## config.mk

```make
export PLATFORM = sky130hd
export DESIGN_NAME = substring_first_match_finder
export DESIGN_NICKNAME = d
export VERILOG_FILES = /design/src/hdl/sfmf_pkg.sv /design/src/hdl/sfmf_front.sv /design/src/hdl/sfmf_back.sv /design/src/hdl/substring_first_match_finder.sv
export SDC_FILE = /design/constraint.sdc
export NUM_CORES = 1
export LEC_CHECK = 0
export ABC_AREA = 1
export BUFFER_PORTS_ARGS = -buffer_cell sky130_fd_sc_hd__buf_2
export CAP_MARGIN = 25
export CORE_UTILIZATION = 60
export DETAILED_ROUTE_END_ITERATION = 10
export PLACE_DENSITY = 0.77
export SLEW_MARGIN = 15
export SYNTH_ARGS = -nofsm -noshare
export SYNTH_HDL_FRONTEND = slang
export SYNTH_HIERARCHICAL = 1
export SYNTH_SLANG_ARGS = --single-unit
```

## constraint.sdc

```tcl
create_clock -name clock -period 20.4 [get_ports clock]
set_input_delay 4.08 -clock clock [delete_from_list [all_inputs] [get_ports clock]]
set_output_delay 4.08 -clock clock [all_outputs]
set_load 0.02 [all_outputs]
```

## src/hdl/sfmf_pkg.sv

```systemverilog
// Shared types and constants for the substring first-match finder.
package sfmf_pkg;

   localparam int CHAR_W = 16;
   localparam int IDX_W  = 20;
   localparam int CMD_W  = 2;

   localparam int PATTERN_MAX_DEF = 16;
   localparam int CONTENT_MAX_DEF = 1048576;

   // depth of the queue between front and back, power of two
   localparam int QUEUE_DEPTH = 4;

   localparam logic [CMD_W-1:0] CMD_CLEAR   = 2'd0;
   localparam logic [CMD_W-1:0] CMD_APPEND  = 2'd1;
   localparam logic [CMD_W-1:0] CMD_SEARCH  = 2'd2;
   localparam logic [CMD_W-1:0] CMD_CONTENT = 2'd3;

   typedef struct packed {
      logic [CMD_W-1:0]  cmd;
      logic [CHAR_W-1:0] char_value;
      logic [IDX_W-1:0]  start_index;
      logic              last;
   } req_type;

   typedef struct packed {
      logic             found;
      logic [IDX_W-1:0] match_index;
   } rsp_type;

   // decoded request as it travels through the queue
   typedef struct packed {
      logic              clear;
      logic              append;
      logic              search;
      logic              content;
      logic              last;
      logic [CHAR_W-1:0] ch;
      logic [IDX_W-1:0]  start_index;
   } op_type;

endpackage

```

## src/hdl/sfmf_front.sv

```systemverilog
// Front end: accepts requests, decodes them and queues them for the back end.
module sfmf_front import sfmf_pkg::*; (
   input  logic    clock,
   input  logic    reset,
   input  logic    req_valid,
   output logic    req_stall,
   input  req_type req_payload,
   output logic    q_valid,
   output op_type  q_op,
   input  logic    q_pop
);

   localparam int QA_W = (QUEUE_DEPTH > 1) ? $clog2(QUEUE_DEPTH) : 1;

   op_type          mem_ff [QUEUE_DEPTH];
   logic [QA_W:0]   wr_ptr_ff, wr_ptr_in;
   logic [QA_W:0]   rd_ptr_ff, rd_ptr_in;
   op_type          dec_op;
   logic            full, empty, push;

   always_comb begin
      dec_op             = '0;
      dec_op.ch          = req_payload.char_value;
      dec_op.start_index = req_payload.start_index;
      dec_op.last        = req_payload.last;
      case (req_payload.cmd)
         CMD_CLEAR:   dec_op.clear   = 1'b1;
         CMD_APPEND:  dec_op.append  = 1'b1;
         CMD_SEARCH:  dec_op.search  = 1'b1;
         CMD_CONTENT: dec_op.content = 1'b1;
         default:     dec_op.content = 1'b1;
      endcase
   end

   assign empty     = (wr_ptr_ff == rd_ptr_ff);
   assign full      = (wr_ptr_ff[QA_W-1:0] == rd_ptr_ff[QA_W-1:0]) &&
                      (wr_ptr_ff[QA_W] != rd_ptr_ff[QA_W]);
   assign req_stall = full;
   assign push      = req_valid && !full;
   assign q_valid   = !empty;
   assign q_op      = mem_ff[rd_ptr_ff[QA_W-1:0]];

   assign wr_ptr_in = push  ? wr_ptr_ff + 1'b1 : wr_ptr_ff;
   assign rd_ptr_in = q_pop ? rd_ptr_ff + 1'b1 : rd_ptr_ff;

   always_ff @(posedge clock) begin
      if (reset) begin
         wr_ptr_ff <= '0;
         rd_ptr_ff <= '0;
      end else begin
         wr_ptr_ff <= wr_ptr_in;
         rd_ptr_ff <= rd_ptr_in;
      end
   end

   always_ff @(posedge clock) begin
      if (push) begin
         mem_ff[wr_ptr_ff[QA_W-1:0]] <= dec_op;
      end
   end

   a_no_pop_empty: assert property (@(posedge clock) disable iff (reset)
      q_pop |-> !empty)
      else $error("queue popped while empty");

   a_fill_bound: assert property (@(posedge clock) disable iff (reset)
      full && !q_pop |=> full)
      else $error("queue lost an entry while full");

endmodule

```

## src/hdl/sfmf_back.sv

```systemverilog
// Back end: pattern store, text window compare and result register.
module sfmf_back import sfmf_pkg::*; #(
   parameter int PATTERN_MAX = PATTERN_MAX_DEF,
   parameter int CONTENT_MAX = CONTENT_MAX_DEF
) (
   input  logic    clock,
   input  logic    reset,
   input  logic    ignore_case,
   input  logic    q_valid,
   input  op_type  q_op,
   output logic    q_pop,
   output logic    rsp_valid,
   input  logic    rsp_stall,
   output rsp_type rsp_payload
);

   localparam int LEN_W = $clog2(PATTERN_MAX + 1);
   localparam int CNT_W = $clog2(CONTENT_MAX + 1);

   function automatic logic [CHAR_W-1:0] fold_upper(input logic [CHAR_W-1:0] c);
      logic [CHAR_W-1:0] r;
      r = c;
      if (c >= CHAR_W'(16'h0061) && c <= CHAR_W'(16'h007A)) begin
         r = c - CHAR_W'(16'h0020);
      end
      return r;
   endfunction

   // pattern kept reversed: entry 0 holds the last pattern char, so entry j
   // lines up with window entry j (newest char in entry 0)
   logic [CHAR_W-1:0]      pat_ff [PATTERN_MAX];
   logic [CHAR_W-1:0]      win_ff [PATTERN_MAX];
   logic [CHAR_W-1:0]      win_new [PATTERN_MAX];
   logic [PATTERN_MAX-1:0] wv_ff, wv_in, wv_new;
   logic [LEN_W-1:0]       len_ff, len_in;
   logic [CNT_W-1:0]       seen_ff, seen_in, seen_new;
   logic [IDX_W-1:0]       base_ff, base_in;
   logic                   active_ff, active_in;
   logic                   rsp_valid_ff, rsp_valid_in;
   rsp_type                rsp_ff, rsp_in;
   logic                   go, hit, at_limit, emit, do_append, do_shift;
   rsp_type                emit_rsp;

   assign go    = q_valid && (!rsp_valid_ff || !rsp_stall);
   assign q_pop = go;

   always_comb begin
      win_new[0] = q_op.ch;
      wv_new[0]  = 1'b1;
      for (int k = 1; k < PATTERN_MAX; k++) begin
         win_new[k] = win_ff[k-1];
         wv_new[k]  = wv_ff[k-1];
      end
   end

   always_comb begin
      hit = 1'b1;
      for (int j = 0; j < PATTERN_MAX; j++) begin
         if (LEN_W'(j) < len_ff) begin
            if (!wv_new[j]) begin
               hit = 1'b0;
            end else if (pat_ff[j] != win_new[j] &&
                         !(ignore_case &&
                           fold_upper(pat_ff[j]) == fold_upper(win_new[j]))) begin
               hit = 1'b0;
            end
         end
      end
   end

   assign seen_new = seen_ff + 1'b1;
   assign at_limit = (seen_new == CNT_W'(CONTENT_MAX));

   always_comb begin
      len_in    = len_ff;
      seen_in   = seen_ff;
      base_in   = base_ff;
      active_in = active_ff;
      wv_in     = wv_ff;
      emit      = 1'b0;
      emit_rsp  = '0;
      do_append = 1'b0;
      do_shift  = 1'b0;
      if (go) begin
         if (q_op.clear && !active_ff) begin
            len_in = '0;
         end
         if (q_op.append && !active_ff && len_ff < LEN_W'(PATTERN_MAX)) begin
            do_append = 1'b1;
            len_in    = len_ff + 1'b1;
         end
         if (q_op.search) begin
            // base minus length so a hit only adds the char count
            base_in   = q_op.start_index - IDX_W'(len_ff);
            seen_in   = '0;
            wv_in     = '0;
            active_in = 1'b0;
            if (len_ff == '0) begin
               emit                 = 1'b1;
               emit_rsp.found       = 1'b1;
               emit_rsp.match_index = q_op.start_index;
            end else if (q_op.last) begin
               emit = 1'b1;
            end else begin
               active_in = 1'b1;
            end
         end
         if (q_op.content && active_ff) begin
            do_shift = 1'b1;
            wv_in    = wv_new;
            seen_in  = seen_new;
            if (hit) begin
               active_in            = 1'b0;
               emit                 = 1'b1;
               emit_rsp.found       = 1'b1;
               emit_rsp.match_index = base_ff + IDX_W'(seen_new);
            end else if (q_op.last || at_limit) begin
               active_in = 1'b0;
               emit      = 1'b1;
            end
         end
      end
   end

   always_comb begin
      rsp_valid_in = rsp_valid_ff;
      rsp_in       = rsp_ff;
      if (go && emit) begin
         rsp_valid_in = 1'b1;
         rsp_in       = emit_rsp;
      end else if (rsp_valid_ff && !rsp_stall) begin
         rsp_valid_in = 1'b0;
      end
   end

   always_ff @(posedge clock) begin
      if (reset) begin
         len_ff       <= '0;
         seen_ff      <= '0;
         base_ff      <= '0;
         active_ff    <= 1'b0;
         wv_ff        <= '0;
         rsp_valid_ff <= 1'b0;
      end else begin
         len_ff       <= len_in;
         seen_ff      <= seen_in;
         base_ff      <= base_in;
         active_ff    <= active_in;
         wv_ff        <= wv_in;
         rsp_valid_ff <= rsp_valid_in;
      end
   end

   always_ff @(posedge clock) begin
      rsp_ff <= rsp_in;
      if (do_append) begin
         pat_ff[0] <= q_op.ch;
         for (int k = 1; k < PATTERN_MAX; k++) begin
            pat_ff[k] <= pat_ff[k-1];
         end
      end
      if (do_shift) begin
         for (int k = 0; k < PATTERN_MAX; k++) begin
            win_ff[k] <= win_new[k];
         end
      end
   end

   assign rsp_valid   = rsp_valid_ff;
   assign rsp_payload = rsp_ff;

   a_miss_zero: assert property (@(posedge clock) disable iff (reset)
      rsp_valid_ff && !rsp_ff.found |-> rsp_ff.match_index == '0)
      else $error("not-found result carries an index");

   a_empty_pattern: assert property (@(posedge clock) disable iff (reset)
      go && q_op.search && len_ff == '0 |=> rsp_valid_ff && rsp_ff.found)
      else $error("empty pattern search did not report at once");

   a_active_len: assert property (@(posedge clock) disable iff (reset)
      active_ff |-> len_ff != '0)
      else $error("search active with empty pattern");

   a_len_frozen: assert property (@(posedge clock) disable iff (reset)
      active_ff && $past(active_ff) |-> $stable(len_ff))
      else $error("pattern length changed during a search");

endmodule

```

## src/hdl/substring_first_match_finder.sv

```systemverilog
// Top level of the substring first-match finder.
//
// Streams 16-bit characters and reports the first place a stored pattern
// occurs. Requests arrive on req_* (valid/stall): clear pattern, append a
// pattern char, begin a search (start_index = absolute index of the first
// content char), or a content char (last marks the final one). Each search
// ends with one rsp_* result, or none if a new search abandons it: found
// with match_index, or not-found with a zero index. An empty pattern
// reports the start index right away. csr_* writes the single ignore_case
// bit; write it only while idle.
// Throughput: one request per cycle while the queue is not full and no
// result waits on rsp_stall, set by the parallel window compare in the back
// end. A request is written into the queue, then executed into the result
// register. A four-entry queue decouples the front end from the back
// end, so requests keep flowing while a result waits on rsp_stall; once the
// queue fills, req_stall rises. Synchronous reset empties the queue, clears
// the pattern length, ends any search and drops a pending result;
// ignore_case returns to 0.
module substring_first_match_finder import sfmf_pkg::*; #(
   parameter int PATTERN_MAX = PATTERN_MAX_DEF,
   parameter int CONTENT_MAX = CONTENT_MAX_DEF
) (
   input  logic    clock,
   input  logic    reset,
   input  logic    req_valid,
   output logic    req_stall,
   input  req_type req_payload,
   output logic    rsp_valid,
   input  logic    rsp_stall,
   output rsp_type rsp_payload,
   input  logic    csr_valid,
   output logic    csr_ready,
   input  logic    csr_wdata
);

   logic   ignore_case_ff, ignore_case_in;
   logic   q_valid, q_pop;
   op_type q_op;

   // register writes always land at once
   assign csr_ready      = 1'b1;
   assign ignore_case_in = (csr_valid && csr_ready) ? csr_wdata : ignore_case_ff;

   always_ff @(posedge clock) begin
      if (reset) begin
         ignore_case_ff <= 1'b0;
      end else begin
         ignore_case_ff <= ignore_case_in;
      end
   end

   // decode and buffer requests
   sfmf_front u_front (
      .clock       (clock),
      .reset       (reset),
      .req_valid   (req_valid),
      .req_stall   (req_stall),
      .req_payload (req_payload),
      .q_valid     (q_valid),
      .q_op        (q_op),
      .q_pop       (q_pop)
   );

   // pattern, window compare, result register
   sfmf_back #(
      .PATTERN_MAX (PATTERN_MAX),
      .CONTENT_MAX (CONTENT_MAX)
   ) u_back (
      .clock       (clock),
      .reset       (reset),
      .ignore_case (ignore_case_ff),
      .q_valid     (q_valid),
      .q_op        (q_op),
      .q_pop       (q_pop),
      .rsp_valid   (rsp_valid),
      .rsp_stall   (rsp_stall),
      .rsp_payload (rsp_payload)
   );

endmodule

```

==> run summary, run 1 <==
status: finished, final reports clean
post-CTS sizing: 0
Starting Density: 61.2%
CTS buffer count: 79
Area Overhead vs Synth: 10.6%
commonest non-fill, non-tap cell in the layout: nand2_1
Worst Tran Pin Value: 1160 ps
postcts setup bufs: 0
CP Class: in -> reg
final setup TNS: 0 ps
Async S/R FF share, synth: 0%
Worst Skew: 41.7 ps
Syn Inst Count: 4293
core region area: 63500 um^2
post-route ant nets: 0
Max VDD drop: 0.176 mV
Mapped Avg Cell Area: 9.06 um^2
number of synthesized flops with an enable pin: 681
minimum clock period: 6600 ps
first-pass GRT wire length: 147 mm
Post-CTS Hold Buffers: 0
Crit. End Element: flip-flop
Synth Warn #: 6
H-tree depth: 3
root buffer cell: clkbuf_16
Residual DRC: 0
Startpoint Class: input pin
via/cell ratio: 5.57
Die W: 257 um
layout cell share with drive strength beyond 1: 6.22%
Slew Limit Fails: 0
Register-to-Register Setup Slack: 14550 ps
Min-Delay Path Class: reg -> reg
die area: 65800 um^2
I/O pins: 69
worst setup margin: 13800 ps
max-capacitance violation count: 0
WHS Endpoint: u_back/wv_ff[14]$_SDFFE_PP0P_
antenna violations before repair: 2
Fillers: 4874
DRT Wirelength: 92.3 mm
DP Worst Slack: 13130 ps
commonest non-fill, non-tap cells in the layout: 1034 x nand2_1, 681 x edfxtp_1, 624 x nor2_1
Top FF cell, synth: edfxtp_1
Seq/Total Area, Yosys: 56.3%
DIE HEIGHT: 257 um
Congestion Overflow GR: 0
RSZ-0062 raised after global routing: no
critical path's largest stage delay: 860 ps
#FFs+latches synth: 753
later-pin clock latency in the skew report: 650 ps
fmax: 0.152 GHz
Rows: 92
vias in the first global route: 27600
via count: 29600
Slew headroom: 22.5%
Hold Startpoint: u_back/wv_ff[14]$_SDFFE_PP0P_
Mapped Nets: 4404
number of distinct library cells after synthesis: 61
gp weighted congestion: 0.950
Hold Path Depth: 2
CP most frequent cell: nand2_1
reg2reg end: u_back/rsp_payload[8]$_SDFFCE_PN0P_
Worst EP required: 20650 ps
Num Clock Sinks: 753
clk buf depth: 3
dpl hpwl: 65.0 mm
Fin. Hold Viols: 0
number of DRC markers in iteration 0: 2727
P per Cell Area: 144 nW/um^2
Max FO, Critical Path: 205
I/O Buffers: 67
P_leak: 17.8 nW
FF-to-FF path depth: 22
Final Cycle Share: 32.3%
post-DR wirelength/cell: 17.4 um
slowest CP cell: buf_4
CTS tree: yes
worst-path cell chain: buf_2, nand2_1, nand2_1, nor2_4, buf_12, buf_4
Netlist Area Pre-Place: 38900 um^2
CP bufs+invs: 3
critical path's top delay family: buffers and inverters
total track usage: 28.0%
critical path arrival: 6850 ps
Setup Viol. Count Final: 0
register clock-pin slew on the reported worst setup and hold paths: 60 ps
fin nets: 4516
pin count of the biggest net entering global routing: 206
drt pass-1 iters: 6
-- layout make-up --
cell class	instances	area [um^2]	area share [%]
flip-flops and latches	753	21900	50.9
multi-input cells	2919	14600	34.0
inverters	570	2140	4.98
clock buffers	97	2080	4.85
well taps	846	1060	2.46
clock inverters	51	699	1.63
repair buffers	82	493	1.15
diodes	1	2.50	0.00582
-- Yosys cell counts, types with 5 or more instances --
cell type | number | area, um^2
a21oi_1 | 140 | 701
a31oi_1 | 14 | 87.6
and2_1 | 6 | 37.5
buf_2 | 15 | 75.1
buf_4 | 6 | 45.0
clkbuf_1 | 24 | 90.1
clkinv_1 | 5 | 18.8
dfxtp_1 | 72 | 1440
edfxtp_1 | 681 | 20400
ha_1 | 64 | 801
inv_1 | 552 | 2070
inv_2 | 12 | 45.0
nand2_1 | 1034 | 3880
nand2_2 | 7 | 43.8
nand3_1 | 237 | 1190
nand3b_1 | 44 | 330
nand4_1 | 88 | 551
nor2_1 | 631 | 2370
nor2_2 | 15 | 93.8
nor3_1 | 67 | 335
nor4_1 | 20 | 125
o211ai_1 | 7 | 52.6
o21ai_0 | 133 | 666
o21ai_1 | 34 | 170
o21bai_1 | 9 | 67.6
o221ai_1 | 5 | 43.8
o22ai_1 | 48 | 300
or2_1 | 6 | 37.5
or2_2 | 18 | 113
xnor2_1 | 118 | 1030
xor2_1 | 132 | 1160
-- worst min-delay path, stage by stage, from the launching register on --
cell and delay (ps):
dfxtp_1 310, nand2_1 60, a21oi_1 50
-- logic make-up after synthesis --
kind of cell | synth area share, %
other | 0.00964
AND/OR/NAND/NOR | 24.0
flip-flops | 56.3
buffers and inverters | 6.18
AO/OA/AOI/OAI | 5.69
adder cells (fa/ha/maj) | 2.16
XOR/XNOR | 5.67
-- sequential cells by signal (all words and copies together), names as in the netlist, named ones only --
name and flops:
ignore_case_ff 1, u_back/active_ff 1, u_back/base_ff 20, u_back/len_ff 5, u_back/pat_ff 256, u_back/rsp_payload 21, u_back/rsp_valid 1, u_back/seen_ff 21
u_back/win_ff 240, u_back/wv_ff 15, u_front/mem_ff 164, u_front/rd_ptr_ff 3, u_front/wr_ptr_ff 3
-- per-layer routing --
| layer | part of all wire [%] | vias up | routed length (um) | global-route usage (%) |
|---|---|---|---|---|
| met2 | 48 | 1066 | 44000 | 46.6 |
| met3 | 6.4 | 193 | 5900 | 3.50 |
| met4 | 3.2 | 2 | 2950 | 9.44 |
| met5 | 0.012 | - | 11 | 0 |
| li1 | - | 14500 | - | - |
| met1 | 43 | 13900 | 39400 | 38.2 |
-- metrics by stage --
stage	total power, mW	std cells	hold WS, ps	area [um^2]	util, %
CTS	6.18	5318	468	43000	67.7
detailed placement	4.65	5170	458	40200	63.3
global route	6.54	5319	499	43000	67.7
global placement	4.59	5169	454	40200	63.3
finish	6.19	5319	465	43000	67.7
floorplan	4.15	4293	426	38900	-
-- worst max-delay path by stage --
stage	start	endpoint	slack, ps	cells past startpoint
after global placement	rsp_stall	u_back/pat_ff[1][33]$_DFFE_PP_	13170	6
final	rsp_stall	u_back/win_ff[1][105]$_DFFE_PP_	13800	6
after floorplan	rsp_stall	u_back/len_ff[2]$_SDFFE_PP0P_	3600	6
after global routing	rsp_stall	u_back/win_ff[1][105]$_DFFE_PP_	13610	6
after detailed placement	rsp_stall	u_back/win_ff[1][108]$_DFFE_PP_	13130	6
after CTS	rsp_stall	u_back/win_ff[1][108]$_DFFE_PP_	13780	6
-- power breakdown --
part,internal [mW],leakage (nW),switching (mW)
sequential,2.32,6.88,0.518
clock,0.906,1.34,0.615
combinational,0.618,9.62,1.21
(Power assumes the default switching activity.)
==> run 2, diff against run 1 <==
- CORE_UTILIZATION: 60 -> 57
- PLACE_DENSITY: 0.77 -> 0.76
- clock period: 20.4 -> 5.6 ns (I/O delays scaled with it)
==> run summary, run 2 (synthesized netlist as in run 1, its figures left out) <==
post-route ant nets: 0
clk buf depth: 3
worst setup margin: 659 ps
Tot Pwr: 22.7 mW
die area: 69300 um^2
Max VDD drop: 0.697 mV
P_leak: 17.9 nW
Setup Viol. Count Final: 0
later-pin clock latency in the skew report: 650 ps
status: finished, final reports clean
Min-Delay Path Class: reg -> reg
P per Cell Area: 525 nW/um^2
Critical Path Sink: u_back/rsp_payload[16]$_SDFFCE_PN0P_
Area Overhead vs Synth: 11.0%
CP Class: reg -> reg
DRT Wirelength: 92.6 mm
post-route cell area: 43200 um^2
pin count of the biggest net entering global routing: 182
via/cell ratio: 5.53
max reg flops: 256
CTS buffer count: 79
post-CTS sizing: 0
via count: 29500
gp weighted congestion: 0.897
antenna violations before repair: 2
post-DR wirelength/cell: 17.3 um
register clock-pin slew on the reported worst setup and hold paths: 60 ps
number of DRC markers in iteration 0: 2963
dpl cell area: 40300 um^2
I/O pins: 69
minimum clock period: 4940 ps
Die W: 263 um
RSZ-0062 raised after global routing: no
I/O Buffers: 67
Max FO, Critical Path: 43
total track usage: 26.7%
Worst Tran Pin Value: 1040 ps
drt pass-1 iters: 5
max-capacitance violation count: 0
FF-to-FF path depth: 22
layout cell share with drive strength beyond 1: 6.37%
DP Worst Slack: 706 ps
non-filler cells, final: 5346
Crit. End Element: flip-flop
vias in the first global route: 27700
Num Clock Sinks: 753
DIE HEIGHT: 263 um
Biggest register: u_back/pat_ff
fin util: 64.2%
dpl hpwl: 65.3 mm
Congestion Overflow GR: 0
Post-CTS Hold Buffers: 0
Slew headroom: 30.4%
Register-to-Register Setup Slack: 660 ps
commonest non-fill, non-tap cells in the layout: 1032 x nand2_1, 681 x edfxtp_1, 624 x nor2_1
fmax: 0.202 GHz
fin nets: 4520
Worst EP required: 5870 ps
Cells after DPL: 5200
commonest non-fill, non-tap cell in the layout: nand2_1
Rows: 95
H-tree depth: 3
Slew Limit Fails: 0
Startpoint Class: flip-flop
Final Cycle Share: 88.2%
Residual DRC: 0
CTS tree: yes
Worst Skew: 53.0 ps
first-pass GRT wire length: 148 mm
postcts setup bufs: 0
reg2reg end: u_back/rsp_payload[16]$_SDFFCE_PN0P_
Starting Density: 57.8%
root buffer cell: clkbuf_16
core region area: 67300 um^2
critical path arrival: 5210 ps
Fin. Hold Viols: 0
[run 2: per-layer routing]
| metal | track usage [%] | part of all wire (%) |
|---|---|---|
| met4 | 6.94 | 2.0 |
| met1 | 38.1 | 44 |
| met2 | 42.8 | 46 |
| met5 | 0 | 0.014 |
| met3 | 4.14 | 7.6 |
[run 2: worst min path at each step]
stage                                         startpoint                              to  cells past startpoint
after floorplan           u_back/win_ff[0][26]$_DFFE_PP_  u_back/win_ff[0][42]$_DFFE_PP_                      0
after detailed placement  u_back/win_ff[0][26]$_DFFE_PP_  u_back/win_ff[0][42]$_DFFE_PP_                      0
after CTS                  u_back/wv_ff[14]$_SDFFE_PP0P_   u_back/wv_ff[14]$_SDFFE_PP0P_                      2
after global placement     u_back/wv_ff[14]$_SDFFE_PP0P_   u_back/wv_ff[14]$_SDFFE_PP0P_                      2
final                      u_back/wv_ff[14]$_SDFFE_PP0P_   u_back/wv_ff[14]$_SDFFE_PP0P_                      2
after global routing      u_back/pat_ff[1][30]$_DFFE_PP_  u_back/pat_ff[1][46]$_DFFE_PP_                      0
[run 2: layout make-up]
cell class | count | area [um^2]
Fill cell | 5423 | 24100
Sequential cell | 753 | 21900
Multi-Input combinational cell | 2919 | 14700
Inverter | 570 | 2140
Clock buffer | 92 | 2040
Tap cell | 873 | 1090
Clock inverter | 52 | 805
Timing Repair Buffer | 86 | 541
Antenna cell | 1 | 2.50
[run 2: per-stage QoR]
step	setup TNS, ps	hold slack, ps
after floorplan	-1260	426
after global placement	0	452
after detailed placement	0	451
after CTS	0	469
after global routing	0	487
final	0	470
[run 2: critical path, stage by stage, from the launching register on]
cell	delay, ps
dfxtp_2	490
inv_2	590
o21ai_0	190
o22ai_1	570
nand3_1	240
nor3_4	250
nand4_4	170
nand2_1	100
nand2_1	50
nand2_1	70
nand2_1	60
nor3_1	170
nand2_1	80
nand2_1	60
nand2_1	50
nor2_1	80
nand2_1	90
nor2_2	110
nand3_1	80
buf_4	220
nand3_1	80
nand2_1	80
inv_1	650
[run 2: power by group]
| part | leakage, nW | switching, mW | internal (mW) |
|---|---|---|---|
| sequential | 6.88 | 1.87 | 8.44 |
| combinational | 9.65 | 4.44 | 2.25 |
| clock | 1.37 | 2.26 | 3.39 |
| total | 17.9 | 8.57 | 14.1 |
